**config.mk**
```make
export PLATFORM = sky130hd
export DESIGN_NAME = quad_channel_quadrature_counter_core_flat
export DESIGN_NICKNAME = d
export VERILOG_FILES = /design/src/qcqc_pkg.sv /design/src/qcqc_ifs.sv /design/src/qcqc_front.sv /design/src/qcqc_fifo.sv /design/src/qcqc_back.sv /design/src/quad_channel_quadrature_counter_core.sv /design/src/flat_wrapper.sv
export SDC_FILE = /design/constraint.sdc
export NUM_CORES = 1
export LEC_CHECK = 0
export BUFFER_PORTS_ARGS = -buffer_cell sky130_fd_sc_hd__buf_4
export CAP_MARGIN = 15
export CELL_PAD_IN_SITES_DETAIL_PLACEMENT = 1
export CELL_PAD_IN_SITES_GLOBAL_PLACEMENT = 1
export CORE_MARGIN = 1.5
export CORE_UTILIZATION = 50
export CTS_BUF_LIST = sky130_fd_sc_hd__clkbuf_4
export DETAILED_ROUTE_END_ITERATION = 8
export PLACE_DENSITY = 0.86
export SLEW_MARGIN = 20
export SYNTH_ARGS = -nofsm -noshare
export SYNTH_HDL_FRONTEND = slang
export SYNTH_SLANG_ARGS = --single-unit
```
**constraint.sdc**
```tcl
create_clock -name clk -period 9.3 [get_ports clk]
set_clock_uncertainty 0.1 [all_clocks]
set_input_delay 1.86 -clock clk [delete_from_list [all_inputs] [get_ports clk]]
set_output_delay 1.86 -clock clk [all_outputs]
set_load 0.01 [all_outputs]
```
**src/qcqc_pkg.sv**
```systemverilog
// shared types and constants for the quad channel quadrature counter
// no dependencies
`default_nettype none

package qcqc_pkg;

  localparam int PINS_W       = 8;
  localparam int PHASE_W      = 2;
  localparam int CHAN_W       = 2;
  localparam int OUT_W        = 32;
  localparam int MAX_CHANNELS = 8;
  localparam int QUEUE_DEPTH  = 2;
  localparam int QPTR_W       = (QUEUE_DEPTH > 1) ? $clog2(QUEUE_DEPTH) : 1;
  localparam int QCNT_W       = $clog2(QUEUE_DEPTH + 1);

  localparam logic [1:0] OP_SAMPLE = 2'd0;
  localparam logic [1:0] OP_INIT   = 2'd1;
  localparam logic [1:0] OP_REPORT = 2'd2;

  localparam logic [PHASE_W-1:0] PHASE_JUMP = 2'b11;

  typedef enum logic [1:0] {
    STEP_NONE = 2'd0,
    STEP_UP   = 2'd1,
    STEP_DOWN = 2'd2
  } step_t;

  // indexed by {previous phase, new phase}
  localparam step_t STEP_LUT [0:15] = '{
    STEP_NONE, STEP_UP,   STEP_DOWN, STEP_NONE,
    STEP_DOWN, STEP_NONE, STEP_NONE, STEP_UP,
    STEP_UP,   STEP_NONE, STEP_NONE, STEP_DOWN,
    STEP_NONE, STEP_DOWN, STEP_UP,   STEP_NONE
  };

  typedef struct packed {
    logic                    report;
    logic [MAX_CHANNELS-1:0] up;
    logic [MAX_CHANNELS-1:0] down;
    logic [MAX_CHANNELS-1:0] jump;
  } cmd_t;

endpackage

`default_nettype wire

```
**src/qcqc_ifs.sv**
```systemverilog
// valid/ready channel interfaces for pin samples and channel reports
// depends on qcqc_pkg
`default_nettype none

interface qcqc_in_if;
  import qcqc_pkg::*;

  logic               valid;
  logic               ready;
  logic [1:0]         op;
  logic [PINS_W-1:0]  pins;

  modport source (output valid, op, pins, input ready);
  modport sink   (input valid, op, pins, output ready);
endinterface

interface qcqc_out_if;
  import qcqc_pkg::*;

  logic                    valid;
  logic                    ready;
  logic [CHAN_W-1:0]       channel;
  logic signed [OUT_W-1:0] period_count;
  logic signed [OUT_W-1:0] total_count;
  logic [OUT_W-1:0]        invalid_count;
  logic                    last;

  modport source (output valid, channel, period_count, total_count, invalid_count, last,
                  input ready);
  modport sink   (input valid, channel, period_count, total_count, invalid_count, last,
                  output ready);
endinterface

`default_nettype wire

```
**src/qcqc_front.sv**
```systemverilog
// front end: accepts pin samples, tracks phases, turns samples into step commands
// depends on qcqc_pkg and qcqc_ifs
`default_nettype none

module qcqc_front #(
  parameter int NUM_CHANNELS = 4
) (
  input  wire logic       clk,
  input  wire logic       rst,
  qcqc_in_if.sink         samples,
  output logic            push_valid,
  input  wire logic       push_ready,
  output qcqc_pkg::cmd_t  push_cmd
);
  import qcqc_pkg::*;

  localparam int PAD_W = 2 * NUM_CHANNELS + PINS_W;

  logic [PHASE_W-1:0] phase [NUM_CHANNELS];
  logic [PHASE_W-1:0] cur   [NUM_CHANNELS];
  step_t              step  [NUM_CHANNELS];
  logic [PAD_W-1:0]   pins_ext;
  logic               accept;
  logic               load_phase;

  assign samples.ready = push_ready;
  assign accept        = samples.valid && push_ready;
  assign load_phase    = accept && (samples.op == OP_SAMPLE || samples.op == OP_INIT);
  assign push_valid    = samples.valid && (samples.op == OP_SAMPLE || samples.op == OP_REPORT);

  always_comb begin
    pins_ext        = PAD_W'(samples.pins);
    push_cmd        = '0;
    push_cmd.report = (samples.op == OP_REPORT);
    for (int c = 0; c < NUM_CHANNELS; c++) begin
      cur[c]  = pins_ext[2*c +: PHASE_W];
      step[c] = STEP_LUT[{phase[c], cur[c]}];
      if (samples.op == OP_SAMPLE) begin
        push_cmd.up[c]   = (step[c] == STEP_UP);
        push_cmd.down[c] = (step[c] == STEP_DOWN);
        push_cmd.jump[c] = ((phase[c] ^ cur[c]) == PHASE_JUMP);
      end
    end
  end

  always_ff @(posedge clk) begin
    if (rst) begin
      for (int c = 0; c < NUM_CHANNELS; c++) phase[c] <= '0;
    end else if (load_phase) begin
      for (int c = 0; c < NUM_CHANNELS; c++) phase[c] <= cur[c];
    end
  end

endmodule

`default_nettype wire

```
**src/qcqc_fifo.sv**
```systemverilog
// short command queue between front and back ends
// depends on qcqc_pkg
`default_nettype none

module qcqc_fifo (
  input  wire logic            clk,
  input  wire logic            rst,
  input  wire logic            wr_valid,
  output logic                 wr_ready,
  input  wire qcqc_pkg::cmd_t  wr_cmd,
  output logic                 rd_valid,
  input  wire logic            rd_ready,
  output qcqc_pkg::cmd_t       rd_cmd
);
  import qcqc_pkg::*;

  localparam logic [QPTR_W-1:0] PTR_LAST = QPTR_W'(QUEUE_DEPTH - 1);
  localparam logic [QCNT_W-1:0] CNT_FULL = QCNT_W'(QUEUE_DEPTH);

  cmd_t              entry [QUEUE_DEPTH];
  logic [QPTR_W-1:0] wr_ptr;
  logic [QPTR_W-1:0] rd_ptr;
  logic [QCNT_W-1:0] count;
  logic              do_wr;
  logic              do_rd;

  assign wr_ready = (count != CNT_FULL);
  assign rd_valid = (count != '0);
  assign rd_cmd   = entry[rd_ptr];
  assign do_wr    = wr_valid && wr_ready;
  assign do_rd    = rd_valid && rd_ready;

  always_ff @(posedge clk) begin
    if (do_wr) begin
      entry[wr_ptr] <= wr_cmd;
    end
  end

  always_ff @(posedge clk) begin
    if (rst) begin
      wr_ptr <= '0;
      rd_ptr <= '0;
      count  <= '0;
    end else begin
      if (do_wr) begin
        wr_ptr <= (wr_ptr == PTR_LAST) ? '0 : wr_ptr + QPTR_W'(1);
      end
      if (do_rd) begin
        rd_ptr <= (rd_ptr == PTR_LAST) ? '0 : rd_ptr + QPTR_W'(1);
      end
      if (do_wr && !do_rd) begin
        count <= count + QCNT_W'(1);
      end else if (do_rd && !do_wr) begin
        count <= count - QCNT_W'(1);
      end
    end
  end

endmodule

`default_nettype wire

```
**src/qcqc_back.sv**
```systemverilog
// back end: per-channel counters, report sequencing and output register
// depends on qcqc_pkg and qcqc_ifs
`default_nettype none

module qcqc_back #(
  parameter int NUM_CHANNELS = 4,
  parameter int COUNT_WIDTH  = 32
) (
  input  wire logic            clk,
  input  wire logic            rst,
  input  wire logic            rd_valid,
  output logic                 rd_ready,
  input  wire qcqc_pkg::cmd_t  rd_cmd,
  qcqc_out_if.source           results
);
  import qcqc_pkg::*;

  localparam int CH_IDX_W = (NUM_CHANNELS > 1) ? $clog2(NUM_CHANNELS) : 1;
  localparam logic [CH_IDX_W-1:0]    LAST_CH = CH_IDX_W'(NUM_CHANNELS - 1);
  localparam logic [COUNT_WIDTH-1:0] CNT_ONE = COUNT_WIDTH'(1);

  logic [COUNT_WIDTH-1:0] total   [NUM_CHANNELS];
  logic [COUNT_WIDTH-1:0] period  [NUM_CHANNELS];
  logic [COUNT_WIDTH-1:0] invalid [NUM_CHANNELS];
  logic [CH_IDX_W-1:0]    rpt_idx;
  logic                   out_valid;
  logic                   out_free;
  logic                   emit;
  logic                   apply;
  logic                   last_ch;

  assign out_free      = !out_valid || results.ready;
  assign last_ch       = (rpt_idx == LAST_CH);
  assign emit          = rd_valid && rd_cmd.report && out_free;
  assign apply         = rd_valid && !rd_cmd.report;
  assign rd_ready      = apply || (emit && last_ch);
  assign results.valid = out_valid;

  always_ff @(posedge clk) begin
    if (rst) begin
      for (int c = 0; c < NUM_CHANNELS; c++) begin
        total[c]   <= '0;
        period[c]  <= '0;
        invalid[c] <= '0;
      end
      rpt_idx   <= '0;
      out_valid <= 1'b0;
    end else begin
      if (apply) begin
        for (int c = 0; c < NUM_CHANNELS; c++) begin
          if (rd_cmd.up[c]) begin
            total[c]  <= total[c] + CNT_ONE;
            period[c] <= period[c] + CNT_ONE;
          end else if (rd_cmd.down[c]) begin
            total[c]  <= total[c] - CNT_ONE;
            period[c] <= period[c] - CNT_ONE;
          end
          if (rd_cmd.jump[c]) begin
            invalid[c] <= invalid[c] + CNT_ONE;
          end
        end
      end
      if (emit) begin
        period[rpt_idx] <= '0;
        rpt_idx         <= last_ch ? '0 : rpt_idx + CH_IDX_W'(1);
        out_valid       <= 1'b1;
      end else if (results.ready) begin
        out_valid <= 1'b0;
      end
    end
  end

  always_ff @(posedge clk) begin
    if (emit) begin
      results.channel       <= CHAN_W'(rpt_idx);
      results.period_count  <= OUT_W'(period[rpt_idx]);
      results.total_count   <= OUT_W'(total[rpt_idx]);
      results.invalid_count <= OUT_W'(invalid[rpt_idx]);
      results.last          <= last_ch;
    end
  end

endmodule

`default_nettype wire

```
**src/quad_channel_quadrature_counter_core.sv**
```systemverilog
// quad channel x4 quadrature counter, top level
// a report is registered in the queue, then its first result in the output register
// throughput: one sample or init per cycle while the two-entry queue has room, even while
//   a report holds the counter stage for one result per channel, one per cycle if taken
// reset: synchronous rst clears phases, all counters, the queue and the output valid flag
// depends on qcqc_pkg, qcqc_ifs, qcqc_front, qcqc_fifo, qcqc_back
`default_nettype none

module quad_channel_quadrature_counter_core #(
  parameter int NUM_CHANNELS = 4,
  parameter int COUNT_WIDTH  = 32
) (
  input  wire logic   clk,
  input  wire logic   rst,
  qcqc_in_if.sink     samples,
  qcqc_out_if.source  results
);
  import qcqc_pkg::*;

  logic push_valid;
  logic push_ready;
  cmd_t push_cmd;
  logic pop_valid;
  logic pop_ready;
  cmd_t pop_cmd;

  qcqc_front #(
    .NUM_CHANNELS (NUM_CHANNELS)
  ) u_front (
    .clk        (clk),
    .rst        (rst),
    .samples    (samples),
    .push_valid (push_valid),
    .push_ready (push_ready),
    .push_cmd   (push_cmd)
  );

  qcqc_fifo u_fifo (
    .clk      (clk),
    .rst      (rst),
    .wr_valid (push_valid),
    .wr_ready (push_ready),
    .wr_cmd   (push_cmd),
    .rd_valid (pop_valid),
    .rd_ready (pop_ready),
    .rd_cmd   (pop_cmd)
  );

  qcqc_back #(
    .NUM_CHANNELS (NUM_CHANNELS),
    .COUNT_WIDTH  (COUNT_WIDTH)
  ) u_back (
    .clk      (clk),
    .rst      (rst),
    .rd_valid (pop_valid),
    .rd_ready (pop_ready),
    .rd_cmd   (pop_cmd),
    .results  (results)
  );

endmodule

`default_nettype wire
```
**src/flat_wrapper.sv**
```systemverilog
// flat-port wrapper written by rule: the top's interface ports become plain ports
module quad_channel_quadrature_counter_core_flat import qcqc_pkg::*;
#(
  parameter int NUM_CHANNELS = 4,
  parameter int COUNT_WIDTH  = 32
)
  (clk, rst, samples_valid, samples_op, samples_pins, samples_ready, results_valid, results_channel, results_period_count, results_total_count, results_invalid_count, results_last, results_ready);
  qcqc_in_if samples_i ();
  qcqc_out_if results_i ();
  input  wire logic clk;
  input  wire logic rst;
  input wire logic [$bits(samples_i.valid)-1:0] samples_valid;
  input wire logic [$bits(samples_i.op)-1:0] samples_op;
  input wire logic [$bits(samples_i.pins)-1:0] samples_pins;
  output wire logic [$bits(samples_i.ready)-1:0] samples_ready;
  output wire logic [$bits(results_i.valid)-1:0] results_valid;
  output wire logic [$bits(results_i.channel)-1:0] results_channel;
  output wire logic [$bits(results_i.period_count)-1:0] results_period_count;
  output wire logic [$bits(results_i.total_count)-1:0] results_total_count;
  output wire logic [$bits(results_i.invalid_count)-1:0] results_invalid_count;
  output wire logic [$bits(results_i.last)-1:0] results_last;
  input wire logic [$bits(results_i.ready)-1:0] results_ready;
  assign samples_i.valid = samples_valid;
  assign samples_i.op = samples_op;
  assign samples_i.pins = samples_pins;
  assign samples_ready = samples_i.ready;
  assign results_valid = results_i.valid;
  assign results_channel = results_i.channel;
  assign results_period_count = results_i.period_count;
  assign results_total_count = results_i.total_count;
  assign results_invalid_count = results_i.invalid_count;
  assign results_last = results_i.last;
  assign results_i.ready = results_ready;
  quad_channel_quadrature_counter_core #(.NUM_CHANNELS(NUM_CHANNELS), .COUNT_WIDTH(COUNT_WIDTH)) u_core (.clk(clk), .rst(rst), .samples(samples_i), .results(results_i));
endmodule
```
==> results of run 1 <==
[final cells by class]
type | instances | share of cell area, %
Antenna cell | 3 | 0.02002
Clock buffer | 204 | 4.084
Clock inverter | 49 | 0.7507
Inverter | 86 | 0.8608
Multi-Input combinational cell | 2683 | 49.79
Sequential cell | 525 | 38.43
Tap cell | 873 | 2.913
Timing Repair Buffer | 152 | 3.150
[synth_stat cells, drive strengths merged (5+ instances only)]
master,n
inv,86
nand2b,40
clkbuf,131
a21o,99
nor3b,9
mux2i,12
o31a,7
and3,73
ha,193
a22oi,12
o22ai,23
o21a,26
o31ai,11
a32oi,7
o311ai,6
a211o,8
a21oi,292
nand2,255
o22a,6
nand3,173
o21ai,166
and2,32
nor2,412
mux4,96
nor3,83
nor2b,34
a221oi,15
o21bai,32
dfxtp,136
edfxtp,389
a31oi,37
buf,23
or2,11
xnor2,156
a211oi,20
xor2,150
nand4,45
fa,6
and4,5
o211ai,6
nor4,16
a311oi,6
or3,38
[sequential cells by signal (all words and copies together) (netlist names), named ones only]
name	cells
u_core.u_back.results.channel	2
u_core.u_back.results.total_count	32
u_core.u_fifo.count	2
u_core.u_back.results.last	1
u_core.u_back.period	128
u_core.u_front.phase	8
u_core.u_back.results.period_count	32
u_core.u_back.results.valid	1
u_core.u_back.invalid	128
u_core.u_fifo.entry	26
u_core.u_fifo.rd_ptr	1
u_core.u_back.total	128
u_core.u_back.rpt_idx	2
u_core.u_back.results.invalid_count	32
u_core.u_fifo.wr_ptr	1
[layer usage]
layer	share of wire, %	vias up	wire length (µm)
met4	3.1	4	3299
met5	0.025	-	27
met3	7.6	234	8155
li1	-	13170	-
met2	48	1076	51180
met1	42	14480	44910
[stage by stage]
step	setup WS, ns	cells
detailed placement	2.846	4317
floorplan	1.811	3448
CTS	3.099	4570
global route	2.779	4573
global placement	2.981	4317
finish	2.937	4575
[critical path: cells and delay by family (launching register included)]
family	cells	cell delay [ns]
DFF	1	0.31
and+or+nand+nor	6	2.10
buffers and inverters	2	0.75
AOI/OAI and AO/OA	7	2.04
adders and majority gates	1	0.35
muxes	1	0.48
[kinds of logic after synthesis]
group	Yosys count
mux	111
buf+inv	240
simple gates	1240
compound gates	827
flops	525
xor+xnor	306
fa+ha+maj	199
[how the worst max path moves through the flow]
stage / startpoint / end / slack [ns] / cells past startpoint
6_report: register / u_core.u_back.total[1][30] / 2.94 / 17
4_1_cts: register / u_core.u_back.total[1][30] / 3.10 / 17
3_5_place_dp: rst / u_core.u_back.total[1][30] / 2.85 / 16
5_1_grt: register / u_core.u_back.total[1][30] / 2.78 / 17
3_3_place_gp: rst / u_core.u_back.period[2][31] / 2.98 / 16
2_1_floorplan: rst / u_core.u_back.period[0][25] / 1.81 / 15
[report_power, final]
group          total, mW  switching, mW  internal, mW
sequential          3.35          0.408          2.94
combinational       1.86           1.13         0.723
clock               2.18           1.08          1.10
==> results by stage, run 1 <==
Global route:
- The global-route wire length before repair is 169.5 mm.
- The via count of the first global-routing pass is 30000.
- Global routing used 50.79% of the available met2 tracks.
- The initial antenna violation count is 8.
- The global-route met3 utilization is 5.855%.
- The pin count of the biggest net entering global routing is 70.
- For this run, the total global-route usage over all layers was measured as 30.94%.
- The global-route layer with the greatest usage is met2.
- The leftover overflow at the end of global routing is 0.
- The met1 routing resource usage after global routing is 40.85%.

Clocking:
- The clock insertion delay at the later pin of the skew report is 1.01 ns.
- The setup fix buffers added after clock tree synthesis is 0.
- The post-cts repair resize count is 0.
- The cts-stage hold buffer count is 0.
- The clock buffer count from CTS is 147.
- The buffer levels on the longest clock path is 3.
- The clock sink count is 525.
- TritonCTS built the clock tree.
- The cell chosen for the clock root is clkbuf_4.
- The clock-pin transition on the worst setup and hold timing paths is 0.07 ns.
- The H-tree generated during clock tree synthesis spans 4 levels.

Routing:
- The total wire length is 107.6 mm.
- In this run, the number of DRC markers left after iteration 0 of detailed routing was 2190.
- The ratio of routed vias to standard cells is 6.330.
- After detailed routing, the average wire length per cell comes to 23.51 µm.
- The number of iterations in the first detailed-routing pass is 5.
- Once detail routing completed, the nets flagged for antenna violations numbered 0.
- Summing over every cut layer, the via total after detailed routing is 28960.
- For this run, design rule violations remaining after detail routing come to 0.

STA:
- Timing would allow up to 0.1572 GHz.
- The final setup violation count is 0.
- The part of the cycle the worst path needs is 68.42%.
- The transition time at the pin with the least slew margin is 1.177 ns.
- Measured against its own limit, the worst slew margin works out to 21.31%.
- The number of failing hold endpoints at the final stage is 0.
- For the finished layout, the period the worst path requires is 6.363 ns.
- Setup repair after global routing left no endpoint under its margin.
- The number of pins exceeding their max-slew limit in the final report is 0.
- For the final routed database, the setup TNS stands at 0 ns.
- The final hold slack is 0.3720 ns.

Yosys:
- Summing the areas of all compound-gate instances in the mapped netlist gives 15.21% of the synthesized area.
- The adder and majority gate portion of the synthesized area is 7.479%.
- After Yosys synthesis, XOR and XNOR cells account for 7.907% of the synthesized area.
- The number of nets in the synthesized netlist is 3661.
- The largest total area in the synthesized netlist belongs to edfxtp_1.
- Sequential elements use 42.50% of the synthesized area.
- The number of unique standard cell types used by synthesis is 90.
- In this run, synthesis produced a sequential element count of 525.
- The cell area after synthesis is 0.03390 mm².
- The number of cells produced by synthesis is 3448.
- The synthesized design contains 389 enable-type register cells.
- The largest family of logic cells by synthesized area is simple AND/OR/NAND/NOR gates.
- The async set or reset register ratio after synthesis is 0%.
- Summed over its instances, the top area cell type makes up 34.46% of the synthesized netlist area.
- Sorting the synthesized cells by area gives the leading types as edfxtp_1 34%, dfxtp_1 8.0%, ha_1 7.1%.
- The main flop type after synthesis is edfxtp_1.
- The simple-gate share of the synthesized area is 17.39%.
- A synthesized cell averages 9.830 µm².
- Multiplexer cells account for 6.833% of the synthesized area.
- During synthesis, Yosys emitted a total of 0 warnings.

Layout:
- The net total in the final layout is 3808.
- The most common library cell in the layout ignoring fill and taps is nor2_1.
- In the final layout, the share of cells above drive strength 1 is 14.00%.
- The final design utilization is 55.84%.
- The final design area excluding fillers is 0.03750 mm².
- In the layout the commonest cells are 409 x nor2_1, 389 x edfxtp_1, 291 x a21oi_1.
- The sequential cells in the finished layout cover a total of 0.01441 mm².
- The total of fill cells in the finished design is 7541.
- Compared with the post-synthesis result, the final layout area differs by 10.63%.
- In the final layout, the multi-input gates occupy 0.01867 mm².

Setup path:
- Data on the critical path is required at its endpoint by 10.00 ns.
- In this run the critical register-to-register path is captured at u_core.u_back.total[1][30].
- The category of the worst setup path capture point is a register.
- The cell type with the highest occurrence count on the critical path is a211oi_1.
- The type of the worst setup path is reg -> reg.
- The worst-path maximum fanout is 27.
- The slowest cell on the critical path is nor2_1.
- For flop-to-flop paths, the worst setup slack is 2.94 ns.
- The category of the worst setup path launch point is a register.
- The arrival time reported for the critical path endpoint is 7.06 ns.
- The cell depth of the worst flop-to-flop path is 17.
- The critical path goes through buf_4, mux2_2, nor2_1, nand2_1, nor2_4, buf_4, ha_1, a21oi_1, nand2_1, a211oi_1, a211oi_1, and3_1, o31ai_1, a211oi_1, o31a_1, o21a_1, nor3_1.
- In this design, the stage delay of the slowest critical-path cell is 0.69 ns.

Job:
- Max-cap violations in this run came to 0.

Die:
- The number of top-level pins is 115.
- Measured along the x axis, the die boundary spans 263.4 µm.
- The chip height is 263.4 µm.
- The effective utilization at floorplan is 50.47%.
- The core region is 0.06716 mm².
- The initialized floorplan defines 95 standard-cell rows.
- The area of the die is 0.06936 mm².

Min path:
- The worst hold path begins at u_core.u_back.period[1][27].
- The worst hold path class is reg -> reg.
- Along the worst hold path, the cell count comes to 2.
- The path with the worst hold slack has its endpoint at u_core.u_back.period[1][27].

Place:
- Port buffering added 114 buffers.
- Once detailed placement completed, the half-perimeter wirelength came to 76.36 mm.
- The congestion estimate from routability-driven global placement came to 0.9070.
- The cell area after placement is 0.03562 mm².

Power and ir drop:
- The leakage power total is 14.67 nW.
- Power spread over the standard cell area amounts to 197.0 mW/mm².
- Across the VDD grid, the largest voltage drop is 0.0001386 V.
- The completed layout was analyzed and its total power is 7.386 mW.

Status:
- The run finished with clean final reports.
Power figures use the tool's default switching activity.
==> inputs of run 2 (changes only) <==
==> constraint.sdc (replaced) <==
create_clock -name clk -period 6.2 [get_ports clk]
set_clock_uncertainty 0.1 [all_clocks]
set_input_delay 1.24 -clock clk [delete_from_list [all_inputs] [get_ports clk]]
set_output_delay 1.24 -clock clk [all_outputs]
set_load 0.01 [all_outputs]
==> run 2 against run 1 <==
- design area grew 0.82%
- flip-flop and latch count is the same
- die area is the same
- worst hold slack better by 0.0097 ns
- routed wire length grew 1.5%
- critical endpoint is now u_core.u_back.total[0][31]
- highest routed layer unchanged
==> results by stage, run 2 (same netlist as run 1, synthesis figures left out) <==
STA:
- Summed over all failing endpoints, the final setup total negative slack is 0 ns.
- The number of pins exceeding their max-slew limit in the final report came to 0.
- At the pin with the least slew margin, the transition time is 1.206 ns.
- Setup repair after global routing left no endpoint under its margin.
- The clock period could shrink to 5.364 ns.
- The part of the cycle the worst path needs is 86.51%.
- The number of failing hold endpoints at the final stage was 0.
- The final setup violation count is 0.
- The worst max-slew margin expressed relative to the limit is 19.57%.
- Setup slack closes at 0.8364 ns.
- Derived from the worst setup path, the maximum achievable clock frequency is 0.1864 GHz.

Setup path:
- On the critical path, the stage with the largest delay is an instance of nor2_4.
- For the worst flop-to-flop path, the logic depth is 18.
- The category of the worst setup path capture point is a register.
- The worst setup path is launched from a register.
- The worst-path maximum fanout is 28.
- At the worst endpoint, the required time is 6.80 ns.
- The type of the worst setup path is reg -> reg.
- STA puts the critical path data arrival time at 5.97 ns.
- In this design, the stage delay of the slowest critical-path cell is 0.55 ns.
- The signal on the critical path passes through buf_4, mux2_2, nor2_1, buf_4, nand2_1, nor2_4, buf_4, ha_1, o21ai_1, nand2b_1, a21oi_1, o31ai_1, o2bb2ai_1, a21oi_1, a21oi_1, a221oi_1, xnor2_1, nor2_1.

Layout:
- In the layout the commonest cells are 409 x nor2_1, 389 x edfxtp_1, 291 x a21oi_1.
- The net count of the finished layout is 3817.
- In the final layout, the share of cells above drive strength 1 is 14.59%.
- After filler insertion, the fill cell instance count of the layout stands at 7483.
- Summing all non-filler instances in the final layout gives an area of 0.03781 mm².
- The final cell count without fillers is 4602.
- From synthesis to final layout, the design area changed by 11.54%.
- In the final layout, the registers with the most flip-flops are u_core.u_back.invalid (128), u_core.u_back.period (128), u_core.u_back.total (128).
- The most common library cell in the layout ignoring fill and taps is nor2_1.

Clocking:
- In this run, CTS created clock tree buffers numbering 150.
- The longest clock path from root to sink contains 3 buffers.
- The cell sitting at the root of the clock tree is a clkbuf_4.
- TritonCTS built the clock tree.
- In this run, post-CTS repair resized a total of 0 instances.
- The clock-pin transition on the worst setup and hold timing paths is 0.07 ns.
- Post-CTS timing repair inserted 0 buffers for setup.
- The clock sink count is 525.
- The H-tree level count is 4.
- The clock insertion delay at the later pin of the skew report is 1.03 ns.
- The cts-stage hold buffer count is 0.

Routing:
- The via total after detailed routing is 29240.
- The remaining routing DRC violations is 0.
- For this run, the detailed router's first-pass iteration total came to 7.
- Signal routing reaches up to met5.
- In this run, the number of DRC markers left after iteration 0 of detailed routing was 2378.
- The average wire per standard cell is 23.73 µm.
- The number of nets still failing antenna checks after routing is 0.
- The total wire length is 109.2 mm.
- In the final routing, the length of wire on met1 measures 45.78 mm.
- Dividing the detail-routed via count by the number of cells gives 6.353.
- In the detailed route, the total length drawn on met2 is 52.03 mm.
- Detailed routing placed a total of 8.346 mm of wire on met3.

Place:
- At the placement stage, the worst setup path has a slack of 0.5182 ns.
- The number of placed instances, taps included is 4324.
- The placer's final routability congestion estimate is 0.9016.
- Buffers placed on the I/O ports in this run total 114.
- The placed wire-length estimate is 78.37 mm.
- The cell area after placement is 0.03570 mm².

Die:
- During I/O placement, the number of pins put on the boundary was 115.
- Row generation in the floorplan step produced 95 rows.
- Once the floorplan was initialized, standard cells occupied 50.47% of the core.
- The floorplan step defined a die boundary enclosing 0.06936 mm².
- The floorplan step set the die height to 263.4 µm.
- The width of the die is 263.4 µm.
- The core region is 0.06716 mm².

Power and ir drop:
- Across the VDD grid, the largest voltage drop is 0.0001582 V.
- Dividing total power by cell area gives a power density of 301.3 mW/mm².
- Summed over all cells, the static leakage comes to 14.84 nW.

Global route:
- The initial antenna violation count is 5.
- The via count of the first global-routing pass is 30160.
- In the global route stage, overall resource usage came out at 31.27%.
- The global-route wire length before repair is 170.9 mm.
- Summed over all layers, the global routing overflow is 0.
- The pin count of the biggest net entering global routing is 70.

Min path:
- The worst hold path class is reg -> reg.
- Along the worst hold path, the cell count comes to 2.

Status:
- The run finished with clean final reports.

Job:
- The count of max-cap constraint violations is 0.
==> run 2: changes by cell type in the layout (fill, tap and decap cells not counted), sizes merged <==
cell,before,now
diode,3,1
inv,92,91
clkinv,39,38
buf,152,158
bufinv,3,7
clkinvlp,1,3
clkbuf,204,223
==> run 2: final timing paths <==
path,startpoint,slack (ns),endpoint
max,register,0.84,u_core.u_back.total[0][31]
min,u_core.u_back.period[0][31],0.38,u_core.u_back.period[0][31]
max reg2reg,register,0.84,u_core.u_back.total[0][31]
min reg2reg,u_core.u_back.period[0][31],0.38,u_core.u_back.period[0][31]
==> run 2: cell type report <==
class	count	area, µm²	share of cell area [%]
inverter	86	322.8	0.8538
sequential	525	14410	38.12
antenna	1	2.502	0.006619
clock inverter	53	400.4	1.059
clock buffer	223	1674	4.428
multi-input combinational	2683	18680	49.40
timing repair buffer	158	1226	3.243
tap	873	1092	2.889
==> run 2: critical path, delay by kind of cell, from the launching register on <==
kind,cells,cell delay (ns)
AND/OR/NAND/NOR,5,0.99
buffers and inverters,3,0.96
multiplexers,1,0.43
adder cells (fa/ha/maj),1,0.33
AO/OA/AOI/OAI,7,1.76
flip-flops,1,0.31
XOR/XNOR,1,0.17
==> run 2: power by group <==
| group | total (mW) | leakage, nW | internal (mW) | switching (mW) |
|---|---|---|---|---|
| sequential | 5.05 | 5.02 | 4.41 | 0.633 |
| clock | 3.55 | 1.22 | 1.94 | 1.61 |
| combinational | 2.79 | 8.59 | 1.10 | 1.69 |
==> run 2: metrics by stage <==
step | power [mW] | hold slack [ns] | util, %
after CTS | 11.41 | 0.3790 | 56.24
final | 11.39 | 0.3816 | 56.30
after global placement | 7.653 | 0.3636 | 53.11
after global routing | 11.90 | 0.4006 | 56.30
after detailed placement | 7.819 | 0.3692 | 53.15
after floorplan | 6.699 | 0.3396 | -
==> run 2: layer usage <==
layer	vias up	global-route usage (%)
met2	1077	50.86
met4	2	11.61
met1	14740	41.93
met5	-	0
li1	13210	-
met3	213	5.378
